$ cat config.mk
export PLATFORM = sky130hd
export DESIGN_NAME = vehicle_can_signal_decoder_unit
export DESIGN_NICKNAME = d
export VERILOG_FILES = /design/src/sv/vcsd_pkg.sv /design/src/sv/vehicle_can_signal_decoder_unit.sv
export SDC_FILE = /design/constraint.sdc
export NUM_CORES = 1
export LEC_CHECK = 0
export BUFFER_PORTS_ARGS = -buffer_cell sky130_fd_sc_hd__clkbuf_2
export CORE_UTILIZATION = 54
export DETAILED_ROUTE_END_ITERATION = 7
export GPL_TIMING_DRIVEN = 0
export PLACE_DENSITY = 0.77
export SYNTH_ARGS = -nofsm -noshare
export SYNTH_HDL_FRONTEND = slang
export SYNTH_SLANG_ARGS = --single-unit
export TNS_END_PERCENT = 30
$ cat constraint.sdc
create_clock -name clk -period 9.8 [get_ports clk]
set_input_delay 2.45 -clock clk [delete_from_list [all_inputs] [get_ports clk]]
set_output_delay 2.45 -clock clk [all_outputs]
set_load 0.1 [all_outputs]
$ cat src/sv/vcsd_pkg.sv
`timescale 1ns / 1ps
// ----------------------------------------------------------------------------
// vcsd_pkg
// Types and constants of the vehicle CAN signal decoder: beat payloads,
// frame identifiers and lengths, raw value windows and register map.
// ----------------------------------------------------------------------------
package vcsd_pkg;

  // Input beat: one received standard CAN frame
  typedef struct packed {
    logic [10:0] frame_ident;
    logic [3:0]  frame_length;
    logic [63:0] frame_bytes;
  } req_t;

  // Output beat: frame status and all held readings
  typedef struct packed {
    logic              frame_valid;
    logic [7:0]        gear_now;
    logic [7:0]        throttle_now;
    logic [14:0]       engine_rpm;
    logic [11:0]       road_speed;
    logic [6:0]        coolant_temp;
    logic signed [7:0] intake_temp;
    logic              alert_flag;
  } rsp_t;

  // Frame identifiers
  localparam logic [10:0] ID_ENGINE   = 11'h20A;
  localparam logic [10:0] ID_THROTTLE = 11'h216;
  localparam logic [10:0] ID_STATUS   = 11'h22E;
  localparam logic [10:0] ID_GEAR     = 11'h236;
  localparam logic [10:0] ID_DIAG     = 11'h23A;
  localparam logic [10:0] ID_TEMPS    = 11'h23E;

  // Required data lengths
  localparam logic [3:0] LEN_ENGINE   = 4'd8;
  localparam logic [3:0] LEN_THROTTLE = 4'd7;
  localparam logic [3:0] LEN_STATUS   = 4'd2;
  localparam logic [3:0] LEN_GEAR     = 4'd1;
  localparam logic [3:0] LEN_DIAG     = 4'd3;
  localparam logic [3:0] LEN_TEMPS    = 4'd4;

  // Scale factors
  localparam logic [14:0] RPM_SCALE   = 15'd100;
  localparam logic [11:0] SPEED_SCALE = 12'd10;

  // Gear code for blank display
  localparam logic [7:0] GEAR_RAW_BLANK = 8'hE0;
  localparam logic [7:0] GEAR_BLANK     = 8'hFF;

  // Diagnostic byte masks
  localparam logic [7:0] DIAG_ALERT_MASK = 8'h0C;
  localparam logic [7:0] DIAG_HIGH_MASK  = 8'hF0;

  // Temperature raw windows and offsets; 625/1000 is exactly 5/8
  localparam logic [7:0] COOL_RAW_LO   = 8'h70;
  localparam logic [7:0] COOL_RAW_HI   = 8'hEA;
  localparam logic [6:0] COOL_BASE     = 7'd40;
  localparam logic [7:0] AIR_RAW_LO    = 8'h21;
  localparam logic [7:0] AIR_RAW_HI    = 8'hCF;
  localparam logic [7:0] AIR_BASE_NEG  = 8'd9;
  localparam logic [3:0] TEMP_MUL      = 4'd5;
  localparam int         TEMP_SHIFT    = 3;

  // Register map (index = paddr[3:2])
  localparam logic [1:0] REG_THR_MIN  = 2'd0;
  localparam logic [1:0] REG_THR_MAX  = 2'd1;
  localparam logic [1:0] REG_THR_GAIN = 2'd2;

  localparam logic [7:0]  THR_MIN_RST  = 8'd34;
  localparam logic [7:0]  THR_MAX_RST  = 8'd206;
  localparam logic [15:0] THR_GAIN_RST = 16'd381;

  // Output ranges
  localparam logic [7:0]        GEAR_TOP    = 8'd6;
  localparam logic [6:0]        COOL_TOP    = 7'd116;
  localparam logic signed [7:0] AIR_BOTTOM  = -8'sd9;
  localparam logic signed [7:0] AIR_TOP     = 8'sd99;

endpackage

$ cat src/sv/vehicle_can_signal_decoder_unit.sv
`timescale 1ns / 1ps
// ----------------------------------------------------------------------------
// vehicle_can_signal_decoder_unit
// Decodes received CAN frames into held vehicle readings.
// ----------------------------------------------------------------------------
// Usage:
//   req channel (req_valid/req_ready/req_data) takes one frame per beat.
//   rsp channel (rsp_valid/rsp_ready/rsp_data) returns one beat per frame:
//   the frame-valid flag and every held reading after that frame.
//   APB port sets throttle_raw_min (0x0), throttle_raw_max (0x4) and
//   throttle_gain (0x8); write only while no frame is in flight.
// Timing:
//   A frame is held in the input register, where the decode runs
//   against the held readings, then lands in the result register once
//   that register is empty or being taken. One frame per cycle is
//   sustained while rsp_ready stays high; the held readings feed back alone.
// Reset:
//   rst (synchronous) empties both registers, clears the held readings and
//   loads the throttle registers with 34, 206 and 381.
// Stall:
//   While rsp_ready is low the result holds; the input register still
//   takes one more frame, then req_ready drops until the result leaves.
// ----------------------------------------------------------------------------
module vehicle_can_signal_decoder_unit (
  input  logic               clk,
  input  logic               rst,
  input  logic               req_valid,
  output logic               req_ready,
  input  vcsd_pkg::req_t     req_data,
  output logic               rsp_valid,
  input  logic               rsp_ready,
  output vcsd_pkg::rsp_t     rsp_data,
  input  logic               psel,
  input  logic               penable,
  input  logic               pwrite,
  input  logic [3:0]         paddr,
  input  logic [31:0]        pwdata,
  output logic [31:0]        prdata,
  output logic               pready
);

  // Configuration registers
  logic [7:0]  thr_min;
  logic [7:0]  thr_max;
  logic [15:0] thr_gain;

  // Input register
  logic           s1_valid;
  vcsd_pkg::req_t s1_item;

  // Held readings
  logic [7:0]  held_gear,     held_gear_next;
  logic [7:0]  held_throttle, held_throttle_next;
  logic [14:0] held_rpm,      held_rpm_next;
  logic [11:0] held_speed,    held_speed_next;
  logic [6:0]  held_coolant,  held_coolant_next;
  logic [7:0]  held_intake,   held_intake_next;
  logic        held_alert,    held_alert_next;
  logic        ok;

  logic        advance;
  logic        cfg_write;

  logic [7:0]  b0, b1, b2, b3, b4;
  logic [7:0]  thr_diff;
  logic [23:0] thr_prod;
  logic        thr_in;
  logic [6:0]  cool_off;
  logic [10:0] cool_scaled;
  logic [7:0]  air_off;
  logic [11:0] air_scaled;
  logic        cool_ok, air_ok;

  vcsd_pkg::rsp_t result;

  // ---------------- configuration port ----------------
  assign pready    = 1'b1;
  assign cfg_write = psel && penable && pwrite && pready;

  always_ff @(posedge clk) begin
    if (rst) begin
      thr_min  <= vcsd_pkg::THR_MIN_RST;
      thr_max  <= vcsd_pkg::THR_MAX_RST;
      thr_gain <= vcsd_pkg::THR_GAIN_RST;
    end else if (cfg_write) begin
      unique case (paddr[3:2])
        vcsd_pkg::REG_THR_MIN:  thr_min  <= pwdata[7:0];
        vcsd_pkg::REG_THR_MAX:  thr_max  <= pwdata[7:0];
        vcsd_pkg::REG_THR_GAIN: thr_gain <= pwdata[15:0];
        default: ;
      endcase
    end
  end

  always_comb begin
    unique case (paddr[3:2])
      vcsd_pkg::REG_THR_MIN:  prdata = {24'd0, thr_min};
      vcsd_pkg::REG_THR_MAX:  prdata = {24'd0, thr_max};
      vcsd_pkg::REG_THR_GAIN: prdata = {16'd0, thr_gain};
      default:                prdata = 32'd0;
    endcase
  end

  // ---------------- pipeline control ----------------
  assign advance   = s1_valid && (!rsp_valid || rsp_ready);
  assign req_ready = !s1_valid || advance;

  always_ff @(posedge clk) begin
    if (rst) begin
      s1_valid <= 1'b0;
    end else if (req_ready) begin
      s1_valid <= req_valid;
    end
  end

  always_ff @(posedge clk) begin
    if (req_valid && req_ready) begin
      s1_item <= req_data;
    end
  end

  always_ff @(posedge clk) begin
    if (rst) begin
      rsp_valid <= 1'b0;
    end else if (!rsp_valid || rsp_ready) begin
      rsp_valid <= s1_valid;
    end
  end

  always_ff @(posedge clk) begin
    if (advance) begin
      rsp_data <= result;
    end
  end

  always_ff @(posedge clk) begin
    if (rst) begin
      held_gear     <= '0;
      held_throttle <= '0;
      held_rpm      <= '0;
      held_speed    <= '0;
      held_coolant  <= '0;
      held_intake   <= '0;
      held_alert    <= 1'b0;
    end else if (advance) begin
      held_gear     <= held_gear_next;
      held_throttle <= held_throttle_next;
      held_rpm      <= held_rpm_next;
      held_speed    <= held_speed_next;
      held_coolant  <= held_coolant_next;
      held_intake   <= held_intake_next;
      held_alert    <= held_alert_next;
    end
  end

  // ---------------- decode ----------------
  assign b0 = s1_item.frame_bytes[7:0];
  assign b1 = s1_item.frame_bytes[15:8];
  assign b2 = s1_item.frame_bytes[23:16];
  assign b3 = s1_item.frame_bytes[31:24];
  assign b4 = s1_item.frame_bytes[39:32];

  // Throttle: keep the upper byte of the low 16 product bits
  assign thr_in   = (b0 >= thr_min) && (b0 <= thr_max);
  assign thr_diff = b0 - thr_min;
  assign thr_prod = {16'd0, thr_diff} * {8'd0, thr_gain};

  assign cool_ok     = (b0 >= vcsd_pkg::COOL_RAW_LO) && (b0 <= vcsd_pkg::COOL_RAW_HI);
  assign air_ok      = (b1 >= vcsd_pkg::AIR_RAW_LO) && (b1 <= vcsd_pkg::AIR_RAW_HI);
  assign cool_off    = 7'(b0 - vcsd_pkg::COOL_RAW_LO);
  assign air_off     = b1 - vcsd_pkg::AIR_RAW_LO;
  assign cool_scaled = {4'd0, cool_off} * {7'd0, vcsd_pkg::TEMP_MUL};
  assign air_scaled  = {4'd0, air_off} * {8'd0, vcsd_pkg::TEMP_MUL};

  always_comb begin
    held_gear_next     = held_gear;
    held_throttle_next = held_throttle;
    held_rpm_next      = held_rpm;
    held_speed_next    = held_speed;
    held_coolant_next  = held_coolant;
    held_intake_next   = held_intake;
    held_alert_next    = held_alert;
    ok                 = 1'b0;

    unique case (s1_item.frame_ident)
      vcsd_pkg::ID_ENGINE: begin
        if (s1_item.frame_length == vcsd_pkg::LEN_ENGINE) begin
          held_rpm_next   = {7'd0, b2} * vcsd_pkg::RPM_SCALE;
          held_speed_next = {4'd0, b4} * vcsd_pkg::SPEED_SCALE;
          ok              = 1'b1;
        end
      end
      vcsd_pkg::ID_THROTTLE: begin
        if (s1_item.frame_length == vcsd_pkg::LEN_THROTTLE) begin
          ok = 1'b1;
          if (thr_in) begin
            held_throttle_next = (b0 == thr_max) ? 8'hFF : thr_prod[15:8];
          end
        end
      end
      vcsd_pkg::ID_STATUS: begin
        if (s1_item.frame_length == vcsd_pkg::LEN_STATUS) begin
          ok = (b0 == 8'd0) && (b1 == 8'd0);
        end
      end
      vcsd_pkg::ID_GEAR: begin
        if (s1_item.frame_length == vcsd_pkg::LEN_GEAR && b0[4:0] == 5'd0) begin
          ok             = 1'b1;
          held_gear_next = (b0 == vcsd_pkg::GEAR_RAW_BLANK) ? vcsd_pkg::GEAR_BLANK
                                                            : {5'd0, b0[7:5]};
        end
      end
      vcsd_pkg::ID_DIAG: begin
        if (s1_item.frame_length == vcsd_pkg::LEN_DIAG) begin
          held_alert_next = |(b0 & vcsd_pkg::DIAG_ALERT_MASK);
          ok = ((b0 & vcsd_pkg::DIAG_HIGH_MASK) == 8'd0) && (b1 == 8'hFF) && (b2 == 8'hFF);
        end
      end
      vcsd_pkg::ID_TEMPS: begin
        if (s1_item.frame_length == vcsd_pkg::LEN_TEMPS) begin
          // store each temperature on its own when in its window
          if (cool_ok) begin
            held_coolant_next = vcsd_pkg::COOL_BASE
                                + 7'(cool_scaled >> vcsd_pkg::TEMP_SHIFT);
          end
          if (air_ok) begin
            held_intake_next = 8'(air_scaled >> vcsd_pkg::TEMP_SHIFT)
                               - vcsd_pkg::AIR_BASE_NEG;
          end
          ok = cool_ok && air_ok && (b2 == 8'd0) && (b3 == 8'd0);
        end
      end
      default: ;
    endcase
  end

  always_comb begin
    result.frame_valid  = ok;
    result.gear_now     = held_gear_next;
    result.throttle_now = held_throttle_next;
    result.engine_rpm   = held_rpm_next;
    result.road_speed   = held_speed_next;
    result.coolant_temp = held_coolant_next;
    result.intake_temp  = $signed(held_intake_next);
    result.alert_flag   = held_alert_next;
  end

endmodule

==> results, run 1 <==
- After detailed routing, the number of vias per cell comes to approximately 5.3.
- Cells with a size suffix above 1 make up between 10% and 20% of the layout.
- The wire-length estimate of the detail-placed layout is between 20 and 25 mm.
- The origin of the critical flop-to-flop path is b0[2]$_DFFE_PP_.
- The endpoint required time on the critical path is about 10 ns.
- Along the worst path, the maximum fanout reaches 9.
- The later pin in the worst-skew pair is clocked with a latency of 0.53 ns.
- Entering global routing, the biggest net connects 38 pins.
- The portion of synthesized cell area occupied by the leading cell type is 26.2%.
- The worst-margin pin slew is 0.918 ns.
- In this run the horizontal extent of the chip is roughly 160 um.
- During placement, the flow inserted port buffers numbering about 160.
- The met3 track utilization from global routing is between 4 and 5%.
- The deepest level of the CTS H-tree is 1.
- TritonCTS created 22 clock buffers.
- The number of placed instances with taps included is ~1800.
- The number of inserted diodes is 0.
- Global routing consumed, on the met2 layer, 43.1% of the routing resources.
- Setup total negative slack on the finished layout was measured at 0 ns.
- Once the clock tree was built, the resizer swapped 0 gates to a different size.
- Leaving out filler cells and counting taps, the final layout contains roughly 1900.
- The wire length of the first global-routing pass is between 40 and 50 mm.
- The buffer depth of the longest clock path is 3.
- The number of cells on the worst reg-to-reg path is 22.
- After the first detailed-routing iteration, the DRC count stood at ~640.
- Setup repair after global routing left no endpoint under its margin.
- The number of warnings issued by yosys is 0.
- The number of pins with negative max-slew slack in the final report was 0.
- The clock net in this run drives a total of approximately 210 sinks.
- The synthesized design contains roughly 120 enable-type register cells.
- Of all flip-flops after synthesis, the portion carrying an async set or reset was 0%.
- Dividing total power by cell area gives a power density of approximately 220 nW/um2.
- The worst min-delay path startpoint is held_intake[3]$_SDFFE_PP0P_.
- Across all layers, the routed design uses about 10000 vias.
- The static leakage power is between 0.006 and 0.007 uW.
- The highest ir drop seen on vdd is about 0.17 mV.
- The detailed-routing iteration count for the pre-antenna-repair pass is 5.
- The aggregate global-route resource usage is between 20% and 30%.
- The clock slew at the register clock pins of the worst setup and hold paths is approximately 0.06 ns.
- The number of global-route vias before repair is 9971.
- The worst setup path is captured at a register.
- The worst setup skew after layout is 0.0247 ns.
- For flop-to-flop paths, the worst setup slack is between 2 and 2.5 ns.
- The cell taking the most area after synthesis is sky130_fd_sc_hd__edfxtp_1.
- The congestion estimate from routability-driven global placement came to 0.900.
- The area of the mapped netlist is around 13000 um2.
- The worst relative slew slack is a little under 40%.
- The final count of negative-setup-slack endpoints is 0.
- The endpoint of the worst setup timing path is rsp_data[50]$_DFFE_PP_.
- Relative to the synthesized area, the layout overhead comes to 15.4%.
- The routed design has approximately 31 mm of wire.
- The height of the die is 158 um.
- The initial antenna violation count is 0.
- The sequential-to-total area share from yosys stat is between 40% and 50%.
- Derived from the worst setup path, the maximum achievable clock frequency is about 140 MHz.
- The TritonCTS clock tree is built.
- The count of hold buffers inserted by post-cts repair is 0.
- The top flip-flop cell by instance count after synthesis is sky130_fd_sc_hd__edfxtp_1.
- The core box area is about 24000 um2.
- The average wire per standard cell is ~16 um.
- After detailed routing, the number of remaining DRC violations is 0.
- In this run the mean area of a mapped cell was 9.88 um2.
- The netlist uses 70 different library cells.
- The buffer count from post-CTS setup fixing is 0.
- The share of the clock period used by the worst path is ~75%.
- After floorplanning, the core was divided into 56 placement rows.
- Max-cap violations in this run came to 0.
- The worst setup path is launched from a register.
- The area of the die is 25100 um2.
- The run finished with clean final reports.
- The final hold violation count is 0.
- The layer flagged by global routing as most heavily used is met2.
- The count of nets left with antenna violations after detail routing is 0.
- In the global route stage, met1 resource usage came out at 33.0%.
- In this run the critical register-to-register path is captured at rsp_data[50]$_DFFE_PP_.
- After technology mapping, the gate count stands at between 1000 and 1500.
- The worst path needs ~7.3 ns of the cycle, external delays included.
- The total congestion overflow after global routing is 0.
- Sorting the synthesized cells by area gives the leading types as sky130_fd_sc_hd__edfxtp_1 26%, sky130_fd_sc_hd__dfxtp_1 14%, sky130_fd_sc_hd__ha_1 11%, sky130_fd_sc_hd__fa_1 10%, sky130_fd_sc_hd__nand2_1 6.7%.
- By startpoint and endpoint, the worst setup path is classified as reg -> reg.
- The final net count is about 1800.
- The most critical setup path has its startpoint at b0[2]$_DFFE_PP_.
- The arrival time at the worst endpoint is between 7 and 8 ns.
- The number of top-level pins is 217.
- In this run the clock root is driven by a sky130_fd_sc_hd__clkbuf_16.
- Once the floorplan was initialized, standard cells occupied 55.6% of the core.
- The register bit count reported by yosys is 208.
- In this run the worst hold path is classified as reg -> reg.
-- metrics by stage --
step                      cell area, um2  util (%)  power (uW)  hold slack (ns)  setup WS, ns
after floorplan                    13300         -        2170            0.433          2.25
after global placement             14400      60.8        2430            0.438          2.74
after detailed placement           14500      61.0        2470            0.447          2.61
after CTS                          15200      64.1        3320            0.455          2.52
after global routing               15200      64.1        3560            0.474          2.08
final                              15200      64.1        3300            0.455          2.49
-- worst max-delay path: stages, from the launching register on --
cell	delay [ns]
sky130_fd_sc_hd__edfxtp_1	0.52
sky130_fd_sc_hd__ha_1	0.28
sky130_fd_sc_hd__or2_2	0.29
sky130_fd_sc_hd__o221a_2	0.23
sky130_fd_sc_hd__o21ai_0	0.32
sky130_fd_sc_hd__a211oi_1	0.15
sky130_fd_sc_hd__xor2_1	0.61
sky130_fd_sc_hd__and2_1	0.26
sky130_fd_sc_hd__fa_1	0.43
sky130_fd_sc_hd__fa_1	0.53
sky130_fd_sc_hd__fa_1	0.55
sky130_fd_sc_hd__inv_1	0.06
sky130_fd_sc_hd__fa_1	0.55
sky130_fd_sc_hd__inv_1	0.05
sky130_fd_sc_hd__ha_1	0.34
sky130_fd_sc_hd__and3_1	0.18
sky130_fd_sc_hd__a21oi_1	0.15
sky130_fd_sc_hd__o211ai_1	0.20
sky130_fd_sc_hd__a31o_2	0.32
sky130_fd_sc_hd__a21o_1	0.20
sky130_fd_sc_hd__a21oi_1	0.17
sky130_fd_sc_hd__xor3_1	0.50
sky130_fd_sc_hd__a31oi_1	0.23
-- cell usage after synthesis, types with 3 or more instances --
cell type and instances:
sky130_fd_sc_hd__a211oi_1 9, sky130_fd_sc_hd__a21o_1 16, sky130_fd_sc_hd__a21oi_1 76, sky130_fd_sc_hd__a31oi_1 4, sky130_fd_sc_hd__and2_1 76, sky130_fd_sc_hd__and2b_1 3, sky130_fd_sc_hd__and3_1 5, sky130_fd_sc_hd__buf_1 4
sky130_fd_sc_hd__buf_4 17, sky130_fd_sc_hd__clkbuf_1 38, sky130_fd_sc_hd__dfxtp_1 93, sky130_fd_sc_hd__edfxtp_1 115, sky130_fd_sc_hd__fa_1 66, sky130_fd_sc_hd__ha_1 113, sky130_fd_sc_hd__inv_1 135, sky130_fd_sc_hd__mux2_2 13
sky130_fd_sc_hd__mux2i_1 25, sky130_fd_sc_hd__nand2_1 235, sky130_fd_sc_hd__nand2b_1 10, sky130_fd_sc_hd__nand3_1 18, sky130_fd_sc_hd__nand4_1 8, sky130_fd_sc_hd__nor2_1 55, sky130_fd_sc_hd__nor2b_1 10, sky130_fd_sc_hd__nor3_1 12
sky130_fd_sc_hd__nor3b_1 5, sky130_fd_sc_hd__nor4_1 4, sky130_fd_sc_hd__nor4b_1 4, sky130_fd_sc_hd__o211ai_1 7, sky130_fd_sc_hd__o21a_1 3, sky130_fd_sc_hd__o21ai_0 43, sky130_fd_sc_hd__o21bai_1 8, sky130_fd_sc_hd__or2_2 5
sky130_fd_sc_hd__or3_1 3, sky130_fd_sc_hd__xnor2_1 33, sky130_fd_sc_hd__xnor3_1 3, sky130_fd_sc_hd__xor2_1 13
-- worst min path at each step --
stage	endpoint	slack, ns	cells past startpoint
final	held_intake[3]$_SDFFE_PP0P_	0.46	2
after global placement	held_gear[0]$_SDFFE_PP0P_	0.44	2
after floorplan	held_coolant[5]$_SDFFE_PP0P_	0.43	2
after global routing	held_rpm[6]$_SDFFE_PP0P_	0.47	2
after detailed placement	held_throttle[1]$_SDFFE_PP0P_	0.45	2
after CTS	held_throttle[2]$_SDFFE_PP0P_	0.45	2
-- registers in the layout, indices dropped and copies added (netlist names), 7 cells and up --
signal,count
thr_gain,16
thr_max,8
b4,8
held_speed,12
held_gear,8
b2,8
s1_item,15
thr_min,8
held_coolant,7
b0,8
held_intake,8
b3,8
held_throttle,8
held_rpm,15
rsp_data,60
b1,8
-- per-layer routing --
layer	wire, um	vias up
met5	0	-
met2	14600	332
met1	13000	4756
li1	-	4832
met4	897	0
met3	2260	51
-- final cells by class --
type / count / area, um2
Buffer: 61 / 297
Clock buffer: 33 / 622
Clock inverter: 7 / 116
Fill cell: 1891 / 8530
Inverter: 136 / 510
Multi-Input combinational cell: 945 / 7130
Sequential cell: 208 / 5320
Tap cell: 319 / 399
Timing Repair Buffer: 160 / 831
-- kinds of logic after synthesis --
group	after synthesis	share of synthesized area [%]
XOR/XNOR	53	4.17
AO/OA/AOI/OAI	190	8.77
flip-flops	208	40.3
buffers and inverters	197	6.11
multiplexers	38	3.01
other	2	0.0569
adder cells (fa/ha/maj)	179	20.7
AND/OR/NAND/NOR	468	16.9
-- placed cells by master, fill, tap and decap left out, types with 5 or more instances in the layout --
cell type	n
sky130_fd_sc_hd__nand2_1	235
sky130_fd_sc_hd__clkbuf_2	157
sky130_fd_sc_hd__inv_1	135
sky130_fd_sc_hd__edfxtp_1	115
sky130_fd_sc_hd__ha_1	113
sky130_fd_sc_hd__dfxtp_1	93
sky130_fd_sc_hd__a21oi_1	76
sky130_fd_sc_hd__and2_1	75
sky130_fd_sc_hd__fa_1	66
sky130_fd_sc_hd__nor2_1	55
sky130_fd_sc_hd__clkbuf_1	46
sky130_fd_sc_hd__o21ai_0	43
sky130_fd_sc_hd__xnor2_1	33
sky130_fd_sc_hd__mux2i_1	25
sky130_fd_sc_hd__clkbuf_16	22
sky130_fd_sc_hd__nand3_1	18
sky130_fd_sc_hd__buf_4	17
sky130_fd_sc_hd__conb_1	17
sky130_fd_sc_hd__a21o_1	16
sky130_fd_sc_hd__mux2_2	13
sky130_fd_sc_hd__xor2_1	13
sky130_fd_sc_hd__nor3_1	12
sky130_fd_sc_hd__nor2b_1	10
sky130_fd_sc_hd__nand2b_1	10
sky130_fd_sc_hd__a211oi_1	9
sky130_fd_sc_hd__o21bai_1	8
sky130_fd_sc_hd__nand4_1	8
sky130_fd_sc_hd__o211ai_1	7
sky130_fd_sc_hd__or2_2	5
sky130_fd_sc_hd__nor3b_1	5
sky130_fd_sc_hd__and3_1	5
-- where the power goes --
| group | switching [uW] | internal (uW) | total, uW |
|---|---|---|---|
| clock network | 346 | 496 | 842 |
| registers | 21.2 | 951 | 973 |
| logic | 879 | 609 | 1490 |
| total | 1250 | 2060 | 3300 |
(Power assumes the default switching activity.)
==> run 2, diff against run 1 <==
CORE_UTILIZATION = 52   (was 54)
clock period = 6.5 ns   (was 9.8 ns; I/O delays follow)
==> run 2 against run 1 <==
  * Count of clock-buffer cells in the layout did not move
  * Die area grew 3.8%
  * Combinational power increased by 78%
  * Worst hold slack barely moved
  * Register-to-register slack worse by 2.3 ns
  * Largest power group unchanged
==> results, run 2 (synthesis results as in run 1) <==
- The highest ir drop seen on vdd is approximately 0.36 mV.
- CTS built an H-tree with a depth of 1.
- The horizontal die dimension is 161 um.
- The die covers between 20000 and 30000 um2.
- The aggregate global-route resource usage is around a quarter.
- The highest attainable clock frequency is 159 MHz.
- Power spread over the standard cell area amounts to 346 nW/um2.
- The routed design uses between 10 and 15 mm of met2 wire.
- The total number of vias is roughly 10000.
- The TritonCTS clock tree is built.
- Once placement completed, the tool counted placed cells totaling about 1800.
- The most common library cell in the layout ignoring fill and taps is sky130_fd_sc_hd__nand2_1.
- In this run, the number of DRC markers left after iteration 0 of detailed routing was between 600 and 700.
- CTS placed an instance of sky130_fd_sc_hd__clkbuf_16 at the clock tree root.
- The number of pins with negative max-slew slack in the final report came to 0.
- The startpoint class of the critical path is a register.
- The core box area is approximately 25000 um2.
- The tool flagged a number of max-cap violations equal to 0.
- The number of global-route vias before repair is roughly 10000.
- The number of clock sinks seen by CTS is roughly 210.
- The die is approximately 160 um tall.
- The run finished with clean final reports.
- The cell area reported after detailed placement is approximately 14000 um2.
- The area growth from synthesis to layout is 18.6%.
- Once layout is done, the placed cells without fillers occupy approximately 16000 um2.
- The largest registers in the layout are rsp_data (60), thr_gain (16).
- Leaving out fill and tap cells, the most frequent cells in the layout are 235 x sky130_fd_sc_hd__nand2_1, 160 x sky130_fd_sc_hd__clkbuf_2, 129 x sky130_fd_sc_hd__inv_1.
- The routability-driven placement congestion ratio is around 0.9.
- The initial antenna violation count is 0.
- The final net count is 1857.
- The worst-margin pin slew is roughly 0.91 ns.
- Counting along the longest clock path gives a buffer depth of 3.
- Entering global routing, the biggest net connects 43 pins.
- The finished layout holds ~1900 standard cells, fillers aside.
- The final count of negative-setup-slack endpoints is 0.
- The average wire per standard cell is about 17 um.
- Global routing finished with a remaining overflow of 0.
- The shortest period the worst path allows is between 6 and 7 ns.
- The number of buffers inserted during clock tree synthesis is 23.
- The filler cell count is 1922.
- Summing all flip-flop and latch instances after layout gives ~5300 um2.
- Summed over all cells, the static leakage comes to between 0.006 and 0.007 uW.
- After detailed routing, the wire length on met1 is between 10 and 15 mm.
- The residual DRC count is 0.
- The detailed-routing iteration count for the pre-antenna-repair pass is 5.
- The peak fanout along the critical path is 6.
- 0 antenna diodes ended up in the layout.
- The highest metal layer with signal wires is met4.
- The clock reaches the later pin of the worst-skew pair after 0.53 ns.
- The clock slew at the register clock pins of the worst setup and hold paths is roughly 0.06 ns.
- The count of hold buffers inserted by post-cts repair is 0.
- The worst setup skew after layout is ~0.012 ns.
- The register with the most flip-flops in the layout has 60 of them.
- The kind of end point of the critical path is a register.
- The post-detailed-placement half-perimeter wirelength is between 20 and 25 mm.
- The number of vias per cell is about 5.3.
- The endpoint required time on the critical path is 6.94 ns.
- The final layout contains routed wiring with a total length of between 30 and 40 mm.
- Port buffering added roughly 160 buffers.
- In the final layout, the multi-input gates occupy approximately 7400 um2.
- The number of rows created at floorplan is 57.
- The class of the tightest hold or removal check is reg -> reg.
- More flip-flops sit in one register than any other, and that register is rsp_data.
- Once detail routing completed, the nets flagged for antenna violations numbered 0.
- For this configuration, the core starts out at a cell density of 53.6%.
- The final hold violation count was 0.
- The arrival time at the worst endpoint is about 6.7 ns.
- In this run the count of I/O pins placed on the die edge is ~220.
- The routed design uses approximately 2.1 mm of met3 wire.
- Headroom to the max-slew limit came out at about two fifths.
- The share of the clock period used by the worst path is between 90% and 100%.
- The first global-routing pass estimated approximately 50 mm of wire.
- The critical path is of the reg -> reg type.
- Of the cells placed in the final design, the portion with a size suffix greater than 1 is about 20%.
==> run 2: cell types whose count changed in the layout (fill, tap and decap cells not counted), sizes merged <==
cell	before	now
bufinv	2	0
clkinv	3	6
clkbuf	228	227
buf	26	47
xnor2	34	35
inv	136	138
clkinvlp	2	1
==> run 2: where the power goes <==
group,switching [uW],internal [uW],leakage [uW]
Clock,548,749,0.000378
Combinational,1480,1170,0.00474
Sequential,31.2,1430,0.00182
==> run 2: timing repair <==
item / CTS / global route
endpoints found under the setup margin: 7 / 9
cloned: 0 / 1
pin swaps: 4 / 37
gates resized for setup: 12 / 41
setup buffers: 7 / 13
==> run 2: path summary, 6_finish.rpt <==
kind                                     from                       endpoint  slack [ns]  cells after the start
setup / recovery              b0[0]$_DFFE_PP_  held_throttle[7]$_SDFFE_PP0P_        0.21                     25
hold / removal    held_intake[1]$_SDFFE_PP0P_    held_intake[1]$_SDFFE_PP0P_        0.46                      2
setup reg to reg              b0[0]$_DFFE_PP_  held_throttle[7]$_SDFFE_PP0P_        0.21                     25
hold reg to reg   held_intake[1]$_SDFFE_PP0P_    held_intake[1]$_SDFFE_PP0P_        0.46                      2
==> run 2: layout make-up <==
class | instances | share of cell area, %
flip-flops and latches | 208 | 34.0
well taps | 324 | 2.59
repair buffers | 180 | 6.31
clock buffers | 33 | 4.41
clock inverters | 9 | 0.448
multi-input cells | 946 | 47.1
plain buffers | 61 | 1.94
inverters | 136 | 3.26
==> run 2: worst max-delay path, stage by stage (launching register included) <==
cell,delay (ns)
sky130_fd_sc_hd__edfxtp_1,0.40
sky130_fd_sc_hd__inv_2,0.11
sky130_fd_sc_hd__ha_4,0.13
sky130_fd_sc_hd__inv_2,0.04
sky130_fd_sc_hd__fa_2,0.37
sky130_fd_sc_hd__a211oi_2,0.26
sky130_fd_sc_hd__buf_4,0.16
sky130_fd_sc_hd__nor2_1,0.05
sky130_fd_sc_hd__xor2_1,0.22
sky130_fd_sc_hd__buf_4,0.19
sky130_fd_sc_hd__and2_4,0.14
sky130_fd_sc_hd__fa_1,0.43
sky130_fd_sc_hd__fa_1,0.53
sky130_fd_sc_hd__fa_1,0.54
sky130_fd_sc_hd__inv_1,0.06
sky130_fd_sc_hd__fa_1,0.53
sky130_fd_sc_hd__inv_1,0.07
sky130_fd_sc_hd__ha_4,0.26
sky130_fd_sc_hd__and3_1,0.17
sky130_fd_sc_hd__a21oi_2,0.13
sky130_fd_sc_hd__o211ai_1,0.15
sky130_fd_sc_hd__a31o_2,0.24
sky130_fd_sc_hd__a21o_1,0.18
sky130_fd_sc_hd__a21oi_2,0.12
sky130_fd_sc_hd__xor3_2,0.48
sky130_fd_sc_hd__a311oi_2,0.24
==> run 2: through the flow <==
stage	power, uW	hold slack [ns]	worst slack, ns	utilization, %	setup TNS (ns)
after global routing	5810	0.465	-0.0752	63.6	-0.134
final	5420	0.455	0.206	63.6	0
after detailed placement	3740	0.447	-0.553	58.9	-1.81
after CTS	5070	0.455	-0.00130	62.4	-0.00130
after global placement	3670	0.438	-0.523	58.7	-1.61
after floorplan	3270	0.433	0.172	-	0
==> run 2: per-layer routing <==
metal	global-route usage, %	up-vias
met3	4.24	86
li1	-	4872
met5	0	-
met2	39.9	368
met4	11.1	0
met1	31.3	4752
